### src/rtl/core/srfb_pkg.sv
package srfb_pkg;

	// CRC-16 constants, MSB first
	localparam logic [15:0] CrcPoly = 16'h1021;
	localparam logic [15:0] CrcInit = 16'hB5D2;

	// preamble byte sent ahead of a three-byte address
	localparam logic [7:0] Preamble = 8'h55;

	// longest payload of one packet
	localparam logic [4:0] MaxPayload = 5'd26;

	// address length limits
	localparam logic [2:0] AddrLenMin = 3'd3;
	localparam logic [2:0] AddrLenMax = 3'd5;

	// input item kinds
	localparam logic OpByte  = 1'b0;
	localparam logic OpEmpty = 1'b1;

	localparam int unsigned ScrambleLen = 35;
	localparam int unsigned CrcTabLen   = 28;

	localparam logic [7:0] ScrambleTab [ScrambleLen] = '{
		8'hE3, 8'hB1, 8'h4B, 8'hEA, 8'h85, 8'hBC, 8'hE5, 8'h66,
		8'h0D, 8'hAE, 8'h8C, 8'h88, 8'h12, 8'h69, 8'hEE, 8'h1F,
		8'hC7, 8'h62, 8'h97, 8'hD5, 8'h0B, 8'h79, 8'hCA, 8'hCC,
		8'h1B, 8'h5D, 8'h19, 8'h10, 8'h24, 8'hD3, 8'hDC, 8'h3F,
		8'h8E, 8'hC5, 8'h2F
	};

	localparam logic [15:0] CrcOutTab [CrcTabLen] = '{
		16'h0000, 16'h3448, 16'h9BA7, 16'h8BBB, 16'h85E1, 16'h3E8C,
		16'h451E, 16'h18E6, 16'h6B24, 16'hE7AB, 16'h3828, 16'h814B,
		16'hD461, 16'hF494, 16'h2503, 16'h691D, 16'hFE8B, 16'h9BA7,
		16'h8B17, 16'h2920, 16'h8B5F, 16'h61B1, 16'hD391, 16'h7401,
		16'h2138, 16'h129F, 16'hB3A0, 16'h2988
	};

	// configuration register indexes
	typedef enum logic [1:0] {
		REG_ADDR_LEN   = 2'd0,
		REG_TX_ADDRESS = 2'd1,
		REG_CRC_ENABLE = 2'd2
	} reg_idx_t;

	// back end byte sequencer phases
	typedef enum logic [2:0] {
		PH_PRE,
		PH_ADDR,
		PH_PAY,
		PH_CRCH,
		PH_CRCL,
		PH_DONE
	} phase_t;

	// live configuration, address length already clamped
	typedef struct packed {
		logic [2:0]  alen;
		logic [39:0] addr;
		logic        crc_en;
	} cfg_t;

	// classified item handed from front to back
	typedef struct packed {
		logic       hdr;      // header goes out first
		logic       keep;     // payload byte kept
		logic       close;    // item ends the packet
		logic       crc;      // CRC appended on close
		logic       ovf;      // bytes dropped in this packet so far
		logic [7:0] data;     // scrambled payload byte
		logic [4:0] crc_idx;  // CRC whitening entry
	} cmd_t;

	// one frame beat
	typedef struct packed {
		logic [7:0] data;
		logic       last;
		logic       trunc;
	} res_t;

	function automatic logic [7:0] scramble(input logic [5:0] idx);
		logic [7:0] r;
		r = 8'h00;
		if (idx < 6'(ScrambleLen)) begin
			r = ScrambleTab[idx];
		end
		return r;
	endfunction

	function automatic logic [15:0] crc_whiten(input logic [4:0] idx);
		logic [15:0] r;
		r = 16'h0000;
		if (idx < 5'(CrcTabLen)) begin
			r = CrcOutTab[idx];
		end
		return r;
	endfunction

	function automatic logic [15:0] crc_feed(input logic [15:0] c_in, input logic [7:0] b);
		logic [15:0] c;
		c = c_in ^ {b, 8'h00};
		for (int i = 0; i < 8; i++) begin
			c = c[15] ? ({c[14:0], 1'b0} ^ CrcPoly) : {c[14:0], 1'b0};
		end
		return c;
	endfunction

	function automatic logic [7:0] rev8(input logic [7:0] b);
		logic [7:0] r;
		for (int i = 0; i < 8; i++) begin
			r[i] = b[7 - i];
		end
		return r;
	endfunction

	function automatic logic [2:0] clamp_alen(input logic [2:0] v);
		logic [2:0] r;
		r = v;
		if (v < AddrLenMin) begin
			r = AddrLenMin;
		end else if (v > AddrLenMax) begin
			r = AddrLenMax;
		end
		return r;
	endfunction

endpackage

### src/rtl/core/scrambled_radio_frame_builder.sv
// Channel   Direction  Handshake          Beat
// input     in         push / full        op, payload_byte, last
// result    out        pop / empty        frame_byte, frame_last, truncated
// config    in         wr_en              wr_index, wr_data
//
// The byte sequencer emits frame beats in turn, so payload bytes of an open packet
// stream at one per cycle while the result queue has room. The first item of a packet
// adds one beat per address byte plus the preamble for a three-byte address; a close
// with CRC adds two. An item with no beat is popped even if the result queue is full.
// Items wait in the command queue and beats in the result queue; reset clears both.
// A full result queue stalls the back end; the command queue absorbs input meanwhile.
module scrambled_radio_frame_builder import srfb_pkg::*; #(
	parameter int unsigned CMD_DEPTH = 4,
	parameter int unsigned RES_DEPTH = 2
) (
	input  logic        clk,
	input  logic        arst_n,
	input  logic        push,
	output logic        full,
	input  logic        op,
	input  logic [7:0]  payload_byte,
	input  logic        last,
	output logic        empty,
	input  logic        pop,
	output logic [7:0]  frame_byte,
	output logic        frame_last,
	output logic        truncated,
	input  logic        wr_en,
	input  logic [1:0]  wr_index,
	input  logic [39:0] wr_data
);

	localparam int unsigned CmdW = $bits(cmd_t);
	localparam int unsigned ResW = $bits(res_t);

	logic [2:0]  addr_len_q;
	logic [39:0] tx_address_q;
	logic        crc_enable_q;

	cfg_t            cfg;
	logic            cq_push;
	cmd_t            cq_in;
	logic            cq_full;
	logic            cq_pop;
	logic            cq_empty;
	logic [CmdW-1:0] cq_out;
	logic            rq_push;
	res_t            rq_in;
	logic            rq_full;
	logic [ResW-1:0] rq_out;
	res_t            res;

	// configuration registers
	always_ff @(posedge clk or negedge arst_n) begin
		if (!arst_n) begin
			addr_len_q   <= 3'd5;
			tx_address_q <= '0;
			crc_enable_q <= 1'b1;
		end else if (wr_en) begin
			unique case (reg_idx_t'(wr_index))
				REG_ADDR_LEN:   addr_len_q   <= wr_data[2:0];
				REG_TX_ADDRESS: tx_address_q <= wr_data;
				REG_CRC_ENABLE: crc_enable_q <= wr_data[0];
				default: ;
			endcase
		end
	end

	always_comb begin
		cfg.alen   = clamp_alen(addr_len_q);
		cfg.addr   = tx_address_q;
		cfg.crc_en = crc_enable_q;
	end

	assign full = cq_full;

	srfb_front u_front (
		.clk          (clk),
		.arst_n       (arst_n),
		.cfg          (cfg),
		.push         (push),
		.op           (op),
		.payload_byte (payload_byte),
		.last         (last),
		.q_full       (cq_full),
		.q_push       (cq_push),
		.q_cmd        (cq_in)
	);

	srfb_fifo #(
		.WIDTH (CmdW),
		.DEPTH (CMD_DEPTH)
	) u_cmd_q (
		.clk    (clk),
		.arst_n (arst_n),
		.push   (cq_push),
		.din    (CmdW'(cq_in)),
		.full   (cq_full),
		.pop    (cq_pop),
		.dout   (cq_out),
		.empty  (cq_empty)
	);

	srfb_back u_back (
		.clk     (clk),
		.arst_n  (arst_n),
		.cfg     (cfg),
		.q_valid (~cq_empty),
		.cmd     (cmd_t'(cq_out)),
		.q_pop   (cq_pop),
		.o_full  (rq_full),
		.o_push  (rq_push),
		.o_res   (rq_in)
	);

	srfb_fifo #(
		.WIDTH (ResW),
		.DEPTH (RES_DEPTH)
	) u_res_q (
		.clk    (clk),
		.arst_n (arst_n),
		.push   (rq_push),
		.din    (ResW'(rq_in)),
		.full   (rq_full),
		.pop    (pop),
		.dout   (rq_out),
		.empty  (empty)
	);

	assign res        = res_t'(rq_out);
	assign frame_byte = res.data;
	assign frame_last = res.last;
	assign truncated  = res.trunc;

endmodule

### src/rtl/core/srfb_fifo.sv
module srfb_fifo #(
	parameter int unsigned WIDTH = 8,
	parameter int unsigned DEPTH = 2
) (
	input  logic             clk,
	input  logic             arst_n,
	input  logic             push,
	input  logic [WIDTH-1:0] din,
	output logic             full,
	input  logic             pop,
	output logic [WIDTH-1:0] dout,
	output logic             empty
);

	localparam int unsigned AW = (DEPTH > 1) ? $clog2(DEPTH) : 1;
	localparam int unsigned CW = $clog2(DEPTH + 1);

	logic [WIDTH-1:0] mem_q [DEPTH];
	logic [AW-1:0]    wptr_q;
	logic [AW-1:0]    rptr_q;
	logic [CW-1:0]    cnt_q;
	logic             do_push;
	logic             do_pop;

	assign full    = (cnt_q == CW'(DEPTH));
	assign empty   = (cnt_q == '0);
	assign do_push = push & ~full;
	assign do_pop  = pop & ~empty;
	assign dout    = mem_q[rptr_q];

	// pointers and fill level
	always_ff @(posedge clk or negedge arst_n) begin
		if (!arst_n) begin
			wptr_q <= '0;
			rptr_q <= '0;
			cnt_q  <= '0;
		end else begin
			if (do_push) begin
				wptr_q <= (wptr_q == AW'(DEPTH - 1)) ? '0 : wptr_q + AW'(1);
			end
			if (do_pop) begin
				rptr_q <= (rptr_q == AW'(DEPTH - 1)) ? '0 : rptr_q + AW'(1);
			end
			if (do_push && !do_pop) begin
				cnt_q <= cnt_q + CW'(1);
			end else if (do_pop && !do_push) begin
				cnt_q <= cnt_q - CW'(1);
			end
		end
	end

	// storage, no reset
	always_ff @(posedge clk) begin
		if (do_push) begin
			mem_q[wptr_q] <= din;
		end
	end

endmodule

### src/rtl/core/srfb_front.sv
module srfb_front import srfb_pkg::*; (
	input  logic       clk,
	input  logic       arst_n,
	input  cfg_t       cfg,
	input  logic       push,
	input  logic       op,
	input  logic [7:0] payload_byte,
	input  logic       last,
	input  logic       q_full,
	output logic       q_push,
	output cmd_t       q_cmd
);

	logic       in_packet_q;
	logic [4:0] count_q;
	logic       ovf_q;

	logic [4:0] cap;
	logic [4:0] room;
	logic       keep;
	logic       close;
	logic [4:0] count_nx;
	logic       ovf_nx;
	logic [5:0] crc_sum;
	logic [5:0] scr_idx;

	assign q_push = push & ~q_full;

	// payload cap: min(MaxPayload, 30 - address length)
	assign room = 5'd30 - 5'(cfg.alen);
	assign cap  = (room > MaxPayload) ? MaxPayload : room;

	// classify the beat
	assign keep     = (op == OpByte) & (count_q < cap);
	assign close    = (op == OpEmpty) | last;
	assign count_nx = count_q + 5'(keep);
	assign ovf_nx   = ovf_q | ((op == OpByte) & ~keep);
	assign scr_idx  = 6'(cfg.alen) + 6'(count_q);
	assign crc_sum  = 6'(cfg.alen) - 6'(AddrLenMin) + 6'(count_nx);

	always_comb begin
		q_cmd.hdr     = ~in_packet_q;
		q_cmd.keep    = keep;
		q_cmd.close   = close;
		q_cmd.crc     = close & cfg.crc_en;
		q_cmd.ovf     = ovf_nx;
		q_cmd.data    = rev8(payload_byte) ^ scramble(scr_idx);
		q_cmd.crc_idx = (crc_sum > 6'(CrcTabLen - 1)) ? 5'(CrcTabLen - 1) : crc_sum[4:0];
	end

	// packet tracking
	always_ff @(posedge clk or negedge arst_n) begin
		if (!arst_n) begin
			in_packet_q <= 1'b0;
			count_q     <= '0;
			ovf_q       <= 1'b0;
		end else if (q_push) begin
			if (close) begin
				in_packet_q <= 1'b0;
				count_q     <= '0;
				ovf_q       <= 1'b0;
			end else begin
				in_packet_q <= 1'b1;
				count_q     <= count_nx;
				ovf_q       <= ovf_nx;
			end
		end
	end

endmodule

### src/rtl/core/srfb_back.sv
module srfb_back import srfb_pkg::*; (
	input  logic clk,
	input  logic arst_n,
	input  cfg_t cfg,
	input  logic q_valid,
	input  cmd_t cmd,
	output logic q_pop,
	input  logic o_full,
	output logic o_push,
	output res_t o_res
);

	logic        started_q;
	phase_t      phase_q;
	logic [2:0]  idx_q;
	logic [15:0] crc_q;

	phase_t      cur_phase;
	logic [2:0]  cur_idx;
	phase_t      nxt_phase;
	logic [2:0]  nxt_idx;
	phase_t      after_hdr;
	phase_t      after_pay;
	logic        adv;
	logic        feed;
	logic [2:0]  addr_k;
	logic [7:0]  addr_byte;
	logic [15:0] crc_out;
	logic [15:0] crc_upd;

	// what follows the address and the payload byte
	assign after_pay = cmd.crc ? PH_CRCH : PH_DONE;
	assign after_hdr = cmd.keep ? PH_PAY : after_pay;

	// phase of the head item this cycle
	always_comb begin
		if (started_q) begin
			cur_phase = phase_q;
			cur_idx   = idx_q;
		end else begin
			cur_idx = '0;
			if (cmd.hdr) begin
				cur_phase = (cfg.alen == AddrLenMin) ? PH_PRE : PH_ADDR;
			end else begin
				cur_phase = after_hdr;
			end
		end
	end

	// next state
	always_comb begin
		nxt_idx = cur_idx;
		unique case (cur_phase)
			PH_PRE: begin
				nxt_phase = PH_ADDR;
				nxt_idx   = '0;
			end
			PH_ADDR: begin
				if (cur_idx == cfg.alen - 3'd1) begin
					nxt_phase = after_hdr;
				end else begin
					nxt_phase = PH_ADDR;
					nxt_idx   = cur_idx + 3'd1;
				end
			end
			PH_PAY:  nxt_phase = after_pay;
			PH_CRCH: nxt_phase = PH_CRCL;
			PH_CRCL: nxt_phase = PH_DONE;
			default: nxt_phase = PH_DONE;
		endcase
	end

	// address byte, last byte first
	assign addr_k    = cfg.alen - 3'd1 - cur_idx;
	assign addr_byte = 8'(cfg.addr >> {addr_k, 3'b000});
	assign crc_out   = crc_q ^ crc_whiten(cmd.crc_idx);

	// outputs
	always_comb begin
		o_res.data = 8'h00;
		feed       = 1'b0;
		unique case (cur_phase)
			PH_PRE:  o_res.data = Preamble;
			PH_ADDR: begin
				o_res.data = addr_byte ^ scramble(6'(cur_idx));
				feed       = 1'b1;
			end
			PH_PAY: begin
				o_res.data = cmd.data;
				feed       = 1'b1;
			end
			PH_CRCH: o_res.data = crc_out[15:8];
			PH_CRCL: o_res.data = crc_out[7:0];
			default: o_res.data = 8'h00;
		endcase
		o_res.last  = cmd.close & (nxt_phase == PH_DONE);
		o_res.trunc = cmd.close & (nxt_phase == PH_DONE) & cmd.ovf;
		adv         = q_valid & ((cur_phase == PH_DONE) | ~o_full);
		o_push      = q_valid & (cur_phase != PH_DONE) & ~o_full;
		q_pop       = adv & (nxt_phase == PH_DONE);
		crc_upd     = feed ? crc_feed(crc_q, o_res.data) : crc_q;
	end

	// sequencer and running CRC
	always_ff @(posedge clk or negedge arst_n) begin
		if (!arst_n) begin
			started_q <= 1'b0;
			phase_q   <= PH_DONE;
			idx_q     <= '0;
			crc_q     <= CrcInit;
		end else if (adv) begin
			if (nxt_phase == PH_DONE) begin
				started_q <= 1'b0;
				crc_q     <= cmd.close ? CrcInit : crc_upd;
			end else begin
				started_q <= 1'b1;
				phase_q   <= nxt_phase;
				idx_q     <= nxt_idx;
				crc_q     <= crc_upd;
			end
		end
	end

endmodule

### config.mk
export PLATFORM = sky130hd
export DESIGN_NAME = scrambled_radio_frame_builder
export DESIGN_NICKNAME = d
export VERILOG_FILES = /design/src/rtl/core/srfb_pkg.sv /design/src/rtl/core/scrambled_radio_frame_builder.sv /design/src/rtl/core/srfb_fifo.sv /design/src/rtl/core/srfb_front.sv /design/src/rtl/core/srfb_back.sv
export SDC_FILE = /design/constraint.sdc
export NUM_CORES = 1
export LEC_CHECK = 0
export BUFFER_PORTS_ARGS = -buffer_cell sky130_fd_sc_hd__buf_2
export CAP_MARGIN = 20
export CORE_MARGIN = 10
export CORE_UTILIZATION = 40
export CTS_CLUSTER_SIZE = 40
export DETAILED_ROUTE_END_ITERATION = 8
export GPL_TIMING_DRIVEN = 0
export PLACE_DENSITY = 0.69
export SLEW_MARGIN = 5
export SYNTH_ARGS = -nofsm -noshare
export SYNTH_HDL_FRONTEND = slang
export SYNTH_SLANG_ARGS = --single-unit
### constraint.sdc
create_clock -name clk -period 6.8 [get_ports clk]
set_clock_uncertainty 0.05 [all_clocks]
set_input_delay 1.02 -clock clk [delete_from_list [all_inputs] [get_ports clk]]
set_output_delay 1.02 -clock clk [all_outputs]
set_load 0.03 [all_outputs]
==> run_results.csv <==
group,metric,value,unit
status,status,"completed",
finish,final_cell_count_no_fill,1329,
route,detailroute.via_count,7249,
cts,cts-hold-fix-buffers,0,
power_and_ir_drop,p_seq_share,26.2,%
route,totalWireLength,24.9,mm
cts,cts_sinks,177,
place,dpl_cell_area,11300,µm²
route,drtAntennaViolNets,0,
finish,areaGrowthSynthToFinish,13.5,%
cts,clock_latency,0.44,ns
critical_path,arrival,5.63,ns
power_and_ir_drop,p_int,3870,µW
route,detail_route.wl_per_cell,18.7,µm
timing,timing_worst_slew_pin_value,0.971,ns
logic_synthesis,synth.area.top_cells,"edfxtp_1, dfrtp_1, mux2_2",
place,detailed_place_hpwl,18.7,mm
route,first_iter_violations,402,
logic_synthesis,synth_top_area_cell,"edfxtp_1",
hold_path,worst_hold_startpoint,"u_cmd_q.cnt_q[2]",
critical_path,regToRegSetupSlack,1.28,ns
critical_path,crit_path_top_delay_cell,"dfstp_2",
global_routing,global_route_wire_length_before_repair,39.8,mm
cts,cts-buffers-inserted,17,
hold_path,worst_hold_path.endpoint,"u_cmd_q.cnt_q[2]",
logic_synthesis,dominantRegCellSynth,"edfxtp_1",
timing,final-setup-viol-count,0,
critical_path,max_stage_delay_on_crit_path,0.64,ns
die,chipWidth,182,µm
die,rows,59,
critical_path,worst-setup-path-type,"reg -> reg",
place,numPlacedInstances,1297,
global_routing,first_global_vias,7275,
cts,clockBufferDepth,2,
critical_path,worst_r2r_startpoint,"addr_len_q[2]",
critical_path,crit_chain,"inv_1 -> or3_1 -> ha_1 -> inv_1 -> nor2_1 -> ha_1 -> o31ai_1 -> a21boi_0 -> o21a_1 -> o21ai_0 -> nor2b_1 -> ha_1 -> ha_1 -> ha_1 -> a21o_1 -> a21oi_1 -> o21bai_1 -> a21oi_1 -> o31ai_1 -> or2_2",
finish,number_of_filler_instances_in_the_final_layout,2332,
timing,maxSlewViolCount,0,
cts,post_cts.resized_instances,0,
logic_synthesis,syn-instance-count,891,
finish,finish.net_count,1089,
critical_path,reg2reg_to,"u_cmd_q.mem_q[1][0]",
finish,final_cell_area,11900,µm²
timing,post-route-min-period,5.52,ns
run,maxcap_viol_count,0,
logic_synthesis,synth_top_area_share,26.4,%
place,port_buffers,68,
route,route.met2.wl,12.2,mm
global_routing,grt_remaining_overflow,0,
critical_path,timing.critical_path.required,6.91,ns
power_and_ir_drop,combinationalPowerShare,59.2,%
timing,final_min_period_over_clock_period,81.2,%
timing,maxClockFrequency,181,MHz
cts,clk_pin_slew,0.08,ns
logic_synthesis,yosys_register_bits,177,
power_and_ir_drop,power_density,583,nW/µm²
route,remaining_drc_errors,0,
hold_path,hold_class,"reg -> reg",
die,effective_utilization_at_floorplan,40.3,%
global_routing,grt_antenna_before_repair,0,
logic_synthesis,synth.distinct_cells,76,
power_and_ir_drop,power.static_leakage,0.00484,µW
route,dr.pass1.iters,5,
critical_path,timing.critical_path.mode_cell,"ha_1",
global_routing,grt_max_degree,61,
logic_synthesis,asyncSetResetFlopFracSynth,48.0,%
global_routing,track_usage,15.0,%
critical_path,ff2ff_path_depth,20,
timing,timing.max_slew.rel_slack,35.3,%
power_and_ir_drop,sw_frac_of_total,44.1,%
logic_synthesis,synthTopCellsByCount,"edfxtp_1, dfrtp_1, nor2_1",
cts,clock_root_buffer,"clkbuf_16",
logic_synthesis,postSynthAreaPerCell,11.7,µm²
logic_synthesis,yosysMostFrequentCell,"edfxtp_1",
cts,cts_tree,"yes",
timing,grt_setup_unrepaired,"false",
route,topRoutingLayerUsed,"met4",
logic_synthesis,synth_enable_flop_cells,92,
critical_path,worstSetupEndpointType,"flip-flop",
timing,fin_setup_tns,0,ns
place,finalWeightedCongestion,0.890,
route,met3WireLength,1.08,mm
hold_path,hold_depth,1,
critical_path,worst-path-max-fanout,8,
route,vias_per_cell,5.45,
die,coreArea,25900,µm²
finish,antenna_cells_inserted,0,
die,floorplan.die_area,33000,µm²
critical_path,worst_setup_path_start_kind,"flip-flop",
finish,drive_above_1_share,23.4,%
power_and_ir_drop,switching_power,3050,µW
route,wirelength_met1,11.1,mm
cts,postCtsSetupRepairBufs,0,
power_and_ir_drop,power.clock.fraction,14.7,%
logic_synthesis,synth.yosys.seq_area_share,46.9,%
cts,cts.htree.levels,4,
die,floorplan_die_height,182,µm
die,io_pins,69,
power_and_ir_drop,max-vdd-ir-drop,0.344,mV
logic_synthesis,synth.cell_area,10500,µm²
timing,finalHoldViolCount,0,
logic_synthesis,ys_warn_count,0,
==> through the flow <==
step	util (%)	power [µW]	hold slack, ns	setup WS, ns
global route	45.8	7400	0.459	0.880
CTS	45.8	6930	0.449	1.25
finish	45.8	6920	0.449	1.28
detailed placement	43.4	5870	0.434	1.28
global placement	43.3	5800	0.428	1.39
floorplan	-	4860	0.406	2.06
==> layout by cell type (no fill, tap or decap), types with 7 or more instances in the layout <==
cell,n
o22ai_1,9
dfstp_2,14
inv_1,39
nand3_1,17
nor2b_1,13
o31ai_1,7
clkbuf_1,15
o21ai_0,41
clkbuf_16,17
nand2b_1,9
buf_2,72
a211oi_1,8
mux2_2,60
xor2_1,26
a21o_1,9
and2_1,17
xnor2_1,39
nor2_1,64
edfxtp_1,92
a21oi_1,50
mux4_2,20
ha_1,47
dfrtp_1,71
nand2_1,52
mux2i_1,26
==> worst max-delay path: cells and delay by family (launching register included) <==
kind / cells / cell delay (ns)
adders and majority gates: 5 / 1.48
AOI/OAI and AO/OA: 9 / 1.43
and+or+nand+nor: 4 / 1.30
DFF: 1 / 0.64
buffers and inverters: 2 / 0.34
==> power groups by stage <==
stage               clock network (µW)  registers [µW]  logic, µW
global route                      1080            1840       4470
floorplan                            0            1760       3100
CTS                               1030            1810       4090
finish                            1010            1810       4090
detailed placement                   0            1830       4050
global placement                     0            1810       3990
==> routing by layer <==
layer  GRT usage [%]  vias to the layer above
met5               0                        -
met4            4.69                        0
met3            3.06                       33
met2            24.7                      177
met1            19.2                     3585
li1                -                     3454
==> area by class of cell <==
cell class | count | area [µm²] | area share [%]
flip-flops and latches | 177 | 4910 | 41.3
inverters | 39 | 146 | 1.23
clock buffers | 17 | 425 | 3.58
repair buffers | 69 | 370 | 3.12
plain buffers | 37 | 221 | 1.87
clock inverters | 15 | 190 | 1.60
well taps | 335 | 419 | 3.53
multi-input cells | 640 | 5190 | 43.7
==> state kept, by name, indices dropped and copies added (netlist names) <==
name / count
addr_len_q: 3
crc_enable_q: 1
tx_address_q: 40
u_back.crc_q: 16
u_back.idx_q: 3
u_back.phase_q: 3
u_back.started_q: 1
u_cmd_q.cnt_q: 3
u_cmd_q.mem_q: 72
u_cmd_q.rptr_q: 2
u_cmd_q.wptr_q: 2
u_front.count_q: 5
u_front.in_packet_q: 1
u_front.ovf_q: 1
u_res_q.cnt_q: 2
u_res_q.mem_q: 20
u_res_q.rptr_q: 1
u_res_q.wptr_q: 1
==> kinds of logic after synthesis <==
| kind of cell | synth area share [%] |
|---|---|
| and+or+nand+nor | 9.56 |
| AOI/OAI and AO/OA | 12.7 |
| DFF | 46.9 |
| adders and majority gates | 6.49 |
| xor gates and xnor gates | 6.13 |
| buffers and inverters | 3.52 |
| other | 0.0359 |
| muxes | 14.7 |
==> how the worst max path moves through the flow <==
stage	from	end	slack, ns	cells after the start
2_1_floorplan	addr_len_q[2]	u_cmd_q.mem_q[0][0]	2.06	20
3_3_place_gp	addr_len_q[2]	u_cmd_q.mem_q[1][0]	1.39	20
3_5_place_dp	addr_len_q[2]	u_cmd_q.mem_q[2][0]	1.28	20
4_1_cts	addr_len_q[2]	u_cmd_q.mem_q[1][0]	1.25	20
5_1_grt	addr_len_q[2]	u_cmd_q.mem_q[0][0]	0.88	20
6_report	addr_len_q[2]	u_cmd_q.mem_q[1][0]	1.28	20
(Power assumes the default switching activity.)
